===== src/rtl/mrs_pkg.sv =====
// shared types and constants for the morus-1280 aead core
// no dependencies
package mrs_pkg;
   localparam logic [2:0] REQ_INIT = 3'd0;
   localparam logic [2:0] REQ_AD   = 3'd1;
   localparam logic [2:0] REQ_ENC  = 3'd2;
   localparam logic [2:0] REQ_DEC  = 3'd3;
   localparam logic [2:0] REQ_FIN  = 3'd4;

   localparam logic [2:0] CSR_KEY0 = 3'd0;
   localparam logic [2:0] CSR_KEY1 = 3'd1;
   localparam logic [2:0] CSR_KEY2 = 3'd2;
   localparam logic [2:0] CSR_KEY3 = 3'd3;
   localparam logic [2:0] CSR_K256 = 3'd4;

   localparam logic [63:0] MORUS_C0 = 64'h0d08050302010100;
   localparam logic [63:0] MORUS_C1 = 64'h6279e99059372215;
   localparam logic [63:0] MORUS_C2 = 64'hf12fc26d55183ddb;
   localparam logic [63:0] MORUS_C3 = 64'hdd28b57342311120;

   typedef logic [255:0] row_type;
   typedef row_type [4:0] state_type;

   typedef struct packed {
      logic load_init;   // load nonce and key rows
      logic load_fin;    // row4 ^= row0
      logic update;      // one state update with dp message
      logic msg_sel;     // 0 zero message, 1 working message
      logic key_xor;     // row1 ^= key
      logic block;       // one data block step
      logic tag_out;     // write tag to row 0 and result
      logic cnt_clr;
   } cmd_type;

   function automatic logic [63:0] byte_mask(input logic [5:0] n, input int w);
      logic [6:0] b;
      b = {1'b0, n} - 7'(8 * w);
      if (n <= 6'(8 * w)) return 64'd0;
      if (b >= 7'd8) return '1;
      return (64'd1 << {b[2:0], 3'b000}) - 64'd1;
   endfunction

   function automatic logic [63:0] rotl(input logic [63:0] x, input int n);
      return (x << n) | (x >> (64 - n));
   endfunction

   function automatic row_type rnd(input row_type a, input row_type b, input row_type c,
                                   input row_type d, input row_type m, input int r);
      row_type o;
      logic [63:0] v;
      for (int i = 0; i < 4; i++) begin
         v = a[64*i +: 64] ^ d[64*i +: 64] ^ (b[64*i +: 64] & c[64*i +: 64]) ^ m[64*i +: 64];
         o[64*i +: 64] = rotl(v, r);
      end
      return o;
   endfunction

   // new word i takes old word (i + k) mod 4
   function automatic row_type wrot(input row_type x, input int k);
      row_type o;
      for (int i = 0; i < 4; i++) o[64*i +: 64] = x[64*((i + k) % 4) +: 64];
      return o;
   endfunction
endpackage


===== src/rtl/mrs_ctrl.sv =====
// request sequencer: counts update rounds and runs the result handshake
// depends on mrs_pkg
module mrs_ctrl (
   input  logic             clock,
   input  logic             reset,
   input  logic             in_valid,
   output logic             in_ready,
   input  logic [2:0]       req_type,
   input  logic [5:0]       nbytes,
   output logic             out_valid,
   input  logic             out_ready,
   output mrs_pkg::cmd_type cmd,
   output logic             zero_res
);
   import mrs_pkg::*;

   localparam logic [1:0] ST_IDLE = 2'd0;
   localparam logic [1:0] ST_INIT = 2'd1;
   localparam logic [1:0] ST_FIN  = 2'd2;
   localparam logic [1:0] ST_TAG  = 2'd3;

   logic [1:0] st_ff, st_in;
   logic [4:0] rc_ff, rc_in;
   logic       ov_ff, ov_in, zr_ff, zr_in, acc;

   assign in_ready = (st_ff == ST_IDLE) && (!ov_ff || out_ready);
   assign acc = in_valid && in_ready;

   always_comb begin
      st_in = st_ff; rc_in = rc_ff; zr_in = zr_ff;
      ov_in = ov_ff && !out_ready;
      cmd = '0;
      unique case (st_ff)
         ST_IDLE: begin
            if (acc) begin
               zr_in = 1'b0;
               unique case (req_type)
                  REQ_INIT: begin
                     cmd.load_init = 1'b1; cmd.cnt_clr = 1'b1;
                     rc_in = 5'd0; st_in = ST_INIT;
                  end
                  REQ_AD, REQ_ENC, REQ_DEC: begin
                     cmd.block = 1'b1;
                     cmd.update = (nbytes != 6'd0);
                     ov_in = 1'b1;
                  end
                  REQ_FIN: begin
                     cmd.load_fin = 1'b1; rc_in = 5'd0; st_in = ST_FIN;
                  end
                  default: begin
                     zr_in = 1'b1; ov_in = 1'b1;
                  end
               endcase
            end
         end
         ST_INIT: begin
            cmd.update = 1'b1;
            rc_in = rc_ff + 5'd1;
            if (rc_ff == 5'd15) begin
               cmd.update = 1'b0; cmd.key_xor = 1'b1;
               // last update merges with the key xor in the top level
            end
            if (rc_ff == 5'd15) begin
               st_in = ST_IDLE; ov_in = 1'b1;
            end
         end
         ST_FIN: begin
            cmd.update = 1'b1; cmd.msg_sel = 1'b1;
            rc_in = rc_ff + 5'd1;
            if (rc_ff == 5'd9) st_in = ST_TAG;
         end
         ST_TAG: begin
            cmd.tag_out = 1'b1; st_in = ST_IDLE; ov_in = 1'b1;
         end
         default: st_in = ST_IDLE;
      endcase
   end

   always_ff @(posedge clock) begin
      if (reset) begin
         st_ff <= ST_IDLE; rc_ff <= '0; ov_ff <= 1'b0; zr_ff <= 1'b0;
      end else begin
         st_ff <= st_in; rc_ff <= rc_in; ov_ff <= ov_in; zr_ff <= zr_in;
      end
   end

   assign out_valid = ov_ff;
   assign zero_res = zr_ff;

`ifndef SYNTHESIS
   a_no_acc_busy: assert property (@(posedge clock) disable iff (reset)
      (st_ff != ST_IDLE) |-> !in_ready) else $error("accept while busy");
   a_ov_hold: assert property (@(posedge clock) disable iff (reset)
      (ov_ff && !out_ready) |=> ov_ff) else $error("result dropped");
   a_init_len: assert property (@(posedge clock) disable iff (reset)
      (st_ff == ST_INIT) |-> (rc_ff <= 5'd15)) else $error("init overrun");
`endif
endmodule


===== config.mk =====
export PLATFORM = sky130hd
export DESIGN_NAME = mrs_ctrl
export DESIGN_NICKNAME = d
export VERILOG_FILES = /design/src/rtl/mrs_pkg.sv /design/src/rtl/mrs_ctrl.sv
export SDC_FILE = /design/constraint.sdc
export NUM_CORES = 1
export LEC_CHECK = 0
export BUFFER_PORTS_ARGS = -buffer_cell sky130_fd_sc_hd__buf_2
export CORE_MARGIN = 2
export CORE_UTILIZATION = 47
export DETAILED_ROUTE_END_ITERATION = 8
export GPL_TIMING_DRIVEN = 0
export MAX_ROUTING_LAYER = met4
export PLACE_DENSITY_LB_ADDON = 0.2
export SYNTH_ARGS = -nofsm -noshare
export SYNTH_HDL_FRONTEND = slang
export SYNTH_SLANG_ARGS = --single-unit

===== constraint.sdc =====
create_clock -name clock -period 2.3 [get_ports clock]
set_clock_uncertainty 0.1 [all_clocks]
set_input_delay 0.115 -clock clock [delete_from_list [all_inputs] [get_ports clock]]
set_output_delay 0.115 -clock clock [all_outputs]
set_load 0.05 [all_outputs]

Word level (Yosys, flattened, before mapping)
Index checks and enable logic that the tools add are counted.
{"block": "word_totals", "elab_cells": 65, "output_inout_bits": 11, "ff_bits": 9}
{"block": "op_classes", "muxes": 29, "n_reduce_logical": 17, "eq_ne": 14, "n_addsub": 1}
{"op": "1-bit two-way mux", "n": 17}
{"op": "5-bit by 4-bit == test with 1-bit output, second input constant", "n": 2}
{"op": "5-bit two-way mux", "n": 2}
{"op": "5-bit one-hot mux with 2 select lines", "n": 1}
{"op": "2-bit two-way mux", "n": 4}
{"op": "2-bit != test, second input constant", "n": 4}
{"op": "2-bit one-hot mux with 4 select lines", "n": 1}
{"op": "3-bit by 2-bit == test with 1-bit output, second input constant", "n": 2}
{"op": "1-bit one-hot mux with 3 select lines", "n": 2}
{"op": "6-bit nonzero test", "n": 1}
{"op": "5-bit by 1-bit adder with 5-bit output, second input constant", "n": 1}
{"op": "5-bit OR reduction", "n": 1}
{"op": "2-bit == test, second input constant", "n": 2}
{"op": "2-bit one-hot mux with 2 select lines", "n": 1}
{"op": "4-bit AND reduction", "n": 1}
{"op": "2-bit OR reduction", "n": 2}
{"op": "3-bit by 1-bit == test with 1-bit output, second input constant", "n": 1}
{"op": "3-bit == test, second input constant", "n": 1}
{"op": "1-bit logical AND", "n": 3}
{"op": "3-bit zero test", "n": 1}
{"op": "3-bit two-way mux", "n": 1}
{"op": "3-bit by 1-bit != test with 1-bit output, second input constant", "n": 1}
{"op": "3-bit AND reduction", "n": 1}
{"op": "3-bit OR reduction", "n": 1}
{"op": "6 further kinds", "n": 7}

Depth between registers and ports, before layout
{"block": "logic_depth", "ltp_word": 6, "mapped_depth": 6, "depth_no_buf": 6}

Worst setup path after synthesis
OpenSTA, ideal clock, no wires.
{"block": "synth_path", "kind": "register -> output", "startpoint": "reg st_ff[0]", "endpoint": "out cmd[5] in the netlist's numbering", "path_stages_with_launch": 7, "t_arrival_ns": 3.514, "setup_slack_ns": -1.429, "path_cell_list": "dfxtp_1 inv_1 ha_1 nand2_2 nor4_1 o31ai_1 a31oi_1"}
{"element": "from (decl)", "line_no": "mrs_ctrl.sv:22", "source": "logic [1:0] st_ff, st_in;"}
{"element": "from (signal assigned)", "line_no": "mrs_ctrl.sv:83", "source": "st_ff <= st_in; rc_ff <= rc_in; ov_ff <= ov_in; zr_ff <= zr_in;"}
{"element": "to (decl)", "line_no": "mrs_ctrl.sv:12", "source": "output mrs_pkg::cmd_type cmd,"}

Final worst setup path
{"block": "layout_path", "startpoint": "reg st_ff[1]", "endpoint": "reg rc_ff[3]"}
{"block": "layout_via", "elab_chain_len": 5, "word_cells_on_any_way": 11, "classes_between": "4 x eq/ne; 1 x mux; 6 x reduce/logical"}
{"element": "2-bit zero test", "line_no": "mrs_ctrl.sv:26, mrs_ctrl.sv:33"}
{"element": "1-bit logical AND", "line_no": "mrs_ctrl.sv:26", "source": "assign in_ready = (st_ff == ST_IDLE) && (!ov_ff || out_ready);"}
{"element": "1-bit logical AND", "line_no": "mrs_ctrl.sv:27", "source": "assign acc = in_valid && in_ready;"}
{"element": "2-bit != test (no line)"}
{"element": "3-bit AND reduction (no line)"}
{"element": "to (signal assigned)", "line_no": "mrs_ctrl.sv:83"}
{"element": "to (decl)", "line_no": "mrs_ctrl.sv:23", "source": "logic [4:0] rc_ff, rc_in;"}
Several ways; a longest one is shown, not always the timed one.
A chain may end at the register's enable or synchronous reset.

==> flow_summary.json <==
{
  "coreArea_um2": 1320,
  "hold_start": "reset",
  "top_level_ports": 24,
  "netSwitchingPower_mw": 0.592,
  "worst_slew_margin_rel": 0.673,
  "distinct_cells_synth": 33,
  "grt_pass1_wl_um": 2740,
  "fillers": 123,
  "antenna_found_initial": 0,
  "postSynthRegisterBits": 9,
  "die_outline_area_um2": 1760,
  "syn-instance-count": 79,
  "grt_overflow": 0,
  "cts-htree-levels": 1,
  "syn-cell-area_um2": 678,
  "cp.required_ps": 2390,
  "starting_density_of_the_core": 0.515,
  "postSynthAreaPerCell_um2": 8.58,
  "p_leak_nw": 0.373,
  "drt_first_iter_violations": 16,
  "timing.final.max_slew_violations": 0,
  "outcome": "complete, no violations",
  "detail_route.drc_violations": 0,
  "peak_freq_ghz": 0.472,
  "syn_nets": 100,
  "tritoncts": "built",
  "firstDrtPassIters": 4,
  "ir_worst_vdd_v": 0.00104,
  "flow.area_growth_from_synthesis_pct": 29.5,
  "number_of_global_route_vias_before_repair": 611,
  "multi_input_area_um2": 505,
  "die_x_um": 42.0,
  "crit_arrival_ps": 2210,
  "numCtsBuffers": 3,
  "drt.antenna.violating_nets": 0,
  "synth.yosys.warnings": 0,
  "sw_frac_of_total": 0.542,
  "tightest_slew_ps": 484,
  "wl_per_cell_um": 13.3,
  "drt-total-wl_um": 1600,
  "sequential_cell_area_um2": 180,
  "final-setup-viol-count": 0,
  "clk_root_buffer_cell": "sky130_fd_sc_hd__clkbuf_4",
  "critPathLaunch": "st_ff[1]",
  "power.density_nw_per_um2": 1240,
  "detailedPlacementHpwl_um": 1260,
  "power.internal_mw": 0.500,
  "number_of_nets_in_the_layout": 127,
  "placement_rows": 13,
  "final_cell_area_um2": 878,
  "rsz0062_at_grt": "no",
  "cts_setup_buffers": 0,
  "criticalPathCategory": "reg -> reg",
  "timing.final.crit_period_ps": 2120,
  "clk_path_buf_depth": 2,
  "crit-reg2reg-launch": "st_ff[1]",
  "min-delay-path-class": "in -> reg",
  "antenna_cells": 0,
  "timing.critical_path.fanout_max": 7,
  "clkLatencyLatePin_ps": 260,
  "hold_viol_final": 0,
  "y_dimension_of_the_die_um": 42.0,
  "clock_power_share": 0.111,
  "globalRouteTotalUtil": 0.207,
  "post-route-period-util": 0.922,
  "combPwrFrac": 0.691,
  "cap_violations": 0,
  "endpoint_kind": "flip-flop",
  "gp_congestion": 0.826,
  "via_per_inst": 5.70,
  "portBuffers": 22,
  "cts.reportedPaths.clkPinSlew_ps": 60,
  "placement.cell_area_um2": 850,
  "seq_power_share": 0.198,
  "layout.core_utilization": 0.667,
  "post_route_cells_drive_above_1_share": 0.352,
  "grt_max_degree": 11,
  "start_kind": "flip-flop",
  "synth.yosys.seq_area_share": 0.266,
  "cts.sink_count": 9,
  "vias": 684
}
-- placed cells by master (no fill, tap or decap), types with 2 or more instances in the layout --
cell,synthesis,layout
sky130_fd_sc_hd__a21oi_1,5,5
sky130_fd_sc_hd__a31oi_1,4,3
sky130_fd_sc_hd__buf_2,0,22
sky130_fd_sc_hd__clkbuf_1,1,2
sky130_fd_sc_hd__clkbuf_4,0,3
sky130_fd_sc_hd__dfxtp_1,9,9
sky130_fd_sc_hd__ha_1,8,7
sky130_fd_sc_hd__inv_1,7,7
sky130_fd_sc_hd__nand2_1,7,7
sky130_fd_sc_hd__nand2b_1,2,2
sky130_fd_sc_hd__nand3_1,5,5
sky130_fd_sc_hd__nand3b_1,3,3
sky130_fd_sc_hd__nor2_1,2,2
sky130_fd_sc_hd__nor4_4,0,2
sky130_fd_sc_hd__o31ai_1,4,4
-- metrics by stage --
step                cells  hold slack, ps  setup TNS (ps)  total power, mW  setup WS, ps
floorplan              79             163            -113            0.813          -113
global placement      116             362               0            0.950           157
detailed placement    116             367               0            0.968          98.9
CTS                   120             138               0             1.09          85.7
global route          120             184               0             1.17          29.8
finish                120             147               0             1.09           180
-- logic make-up after synthesis --
logic type                 count (synthesis)  synth area share
AOI/OAI and AO/OA                         19             0.223
adders and majority gates                  8             0.148
buffers and inverters                      9            0.0554
DFF                                        9             0.266
muxes                                      1            0.0148
and+or+nand+nor                           33             0.293
-- routing by layer --
metal  GRT usage  vias up  part of all wire
met1       0.255      313              0.45
li1            -      347                 -
met4      0.0387        0            0.0050
met3      0.0776        2             0.059
met2       0.325       22              0.49
met5           -        -                 0
-- state kept, by name, indices dropped and copies added (netlist names) --
register,cells
zero_res,1
rc_ff,5
out_valid,1
st_ff,2
-- power groups by stage --
stage	sequential (mW)	clock, mW	combinational [mW]
final	0.216	0.121	0.755
after detailed placement	0.220	0	0.747
after floorplan	0.238	0	0.575
after global routing	0.222	0.132	0.814
after global placement	0.218	0	0.732
after CTS	0.217	0.124	0.750
-- cells in the mapped netlist, drive strengths merged --
library cell / instances / area, um^2
and2: 2 / 13.8
or4b: 1 / 10.0
o31ai: 4 / 30.0
a22oi: 1 / 7.51
nand2b: 2 / 12.5
nand3b: 3 / 22.5
o211ai: 1 / 7.51
a41oi: 1 / 8.76
buf: 1 / 7.51
a21oi: 5 / 25.0
nor4: 2 / 12.5
nor4b: 1 / 8.76
and3: 1 / 6.26
clkbuf: 1 / 3.75
nand2: 8 / 32.5
a31oi: 4 / 25.0
o41ai: 2 / 36.3
nand3: 5 / 25.0
ha: 8 / 100
dfxtp: 9 / 180
a41o: 1 / 11.3
mux2i: 1 / 10.0
or4: 1 / 7.51
nor2: 2 / 7.51
nor2b: 1 / 6.26
and2b: 2 / 18.8
nor3: 1 / 5.00
inv: 7 / 26.3
nor4bb: 1 / 10.0
-- timing repair --
item,in CTS,in global routing
endpoints found under the hold margin,0,0
gates resized for setup,0,1
endpoints found under the setup margin,0,2
hold buffers,0,0
-- final timing paths --
kind,endpoint,slack (ps),cells after the start
max,rc_ff[3],180,6
max reg2reg,rc_ff[3],180,6
min,zero_res,150,2
min reg2reg,rc_ff[4],370,2
-- worst max-delay path: stages (launching register included) --
cell and delay, ps:
sky130_fd_sc_hd__dfxtp_1 330, sky130_fd_sc_hd__inv_1 120, sky130_fd_sc_hd__ha_2 290, sky130_fd_sc_hd__nand2_2 120
sky130_fd_sc_hd__o41ai_4 420, sky130_fd_sc_hd__or4b_1 490, sky130_fd_sc_hd__a31oi_1 180
-- final cells by class --
class | instances | share of cell area
buffer | 2 | 0.0128
clock buffer | 4 | 0.0299
inverter | 7 | 0.0299
multi-input combinational | 61 | 0.575
sequential | 9 | 0.205
tap | 15 | 0.0214
timing repair buffer | 22 | 0.125
Note: power is estimated with default switching activity, not from simulation.
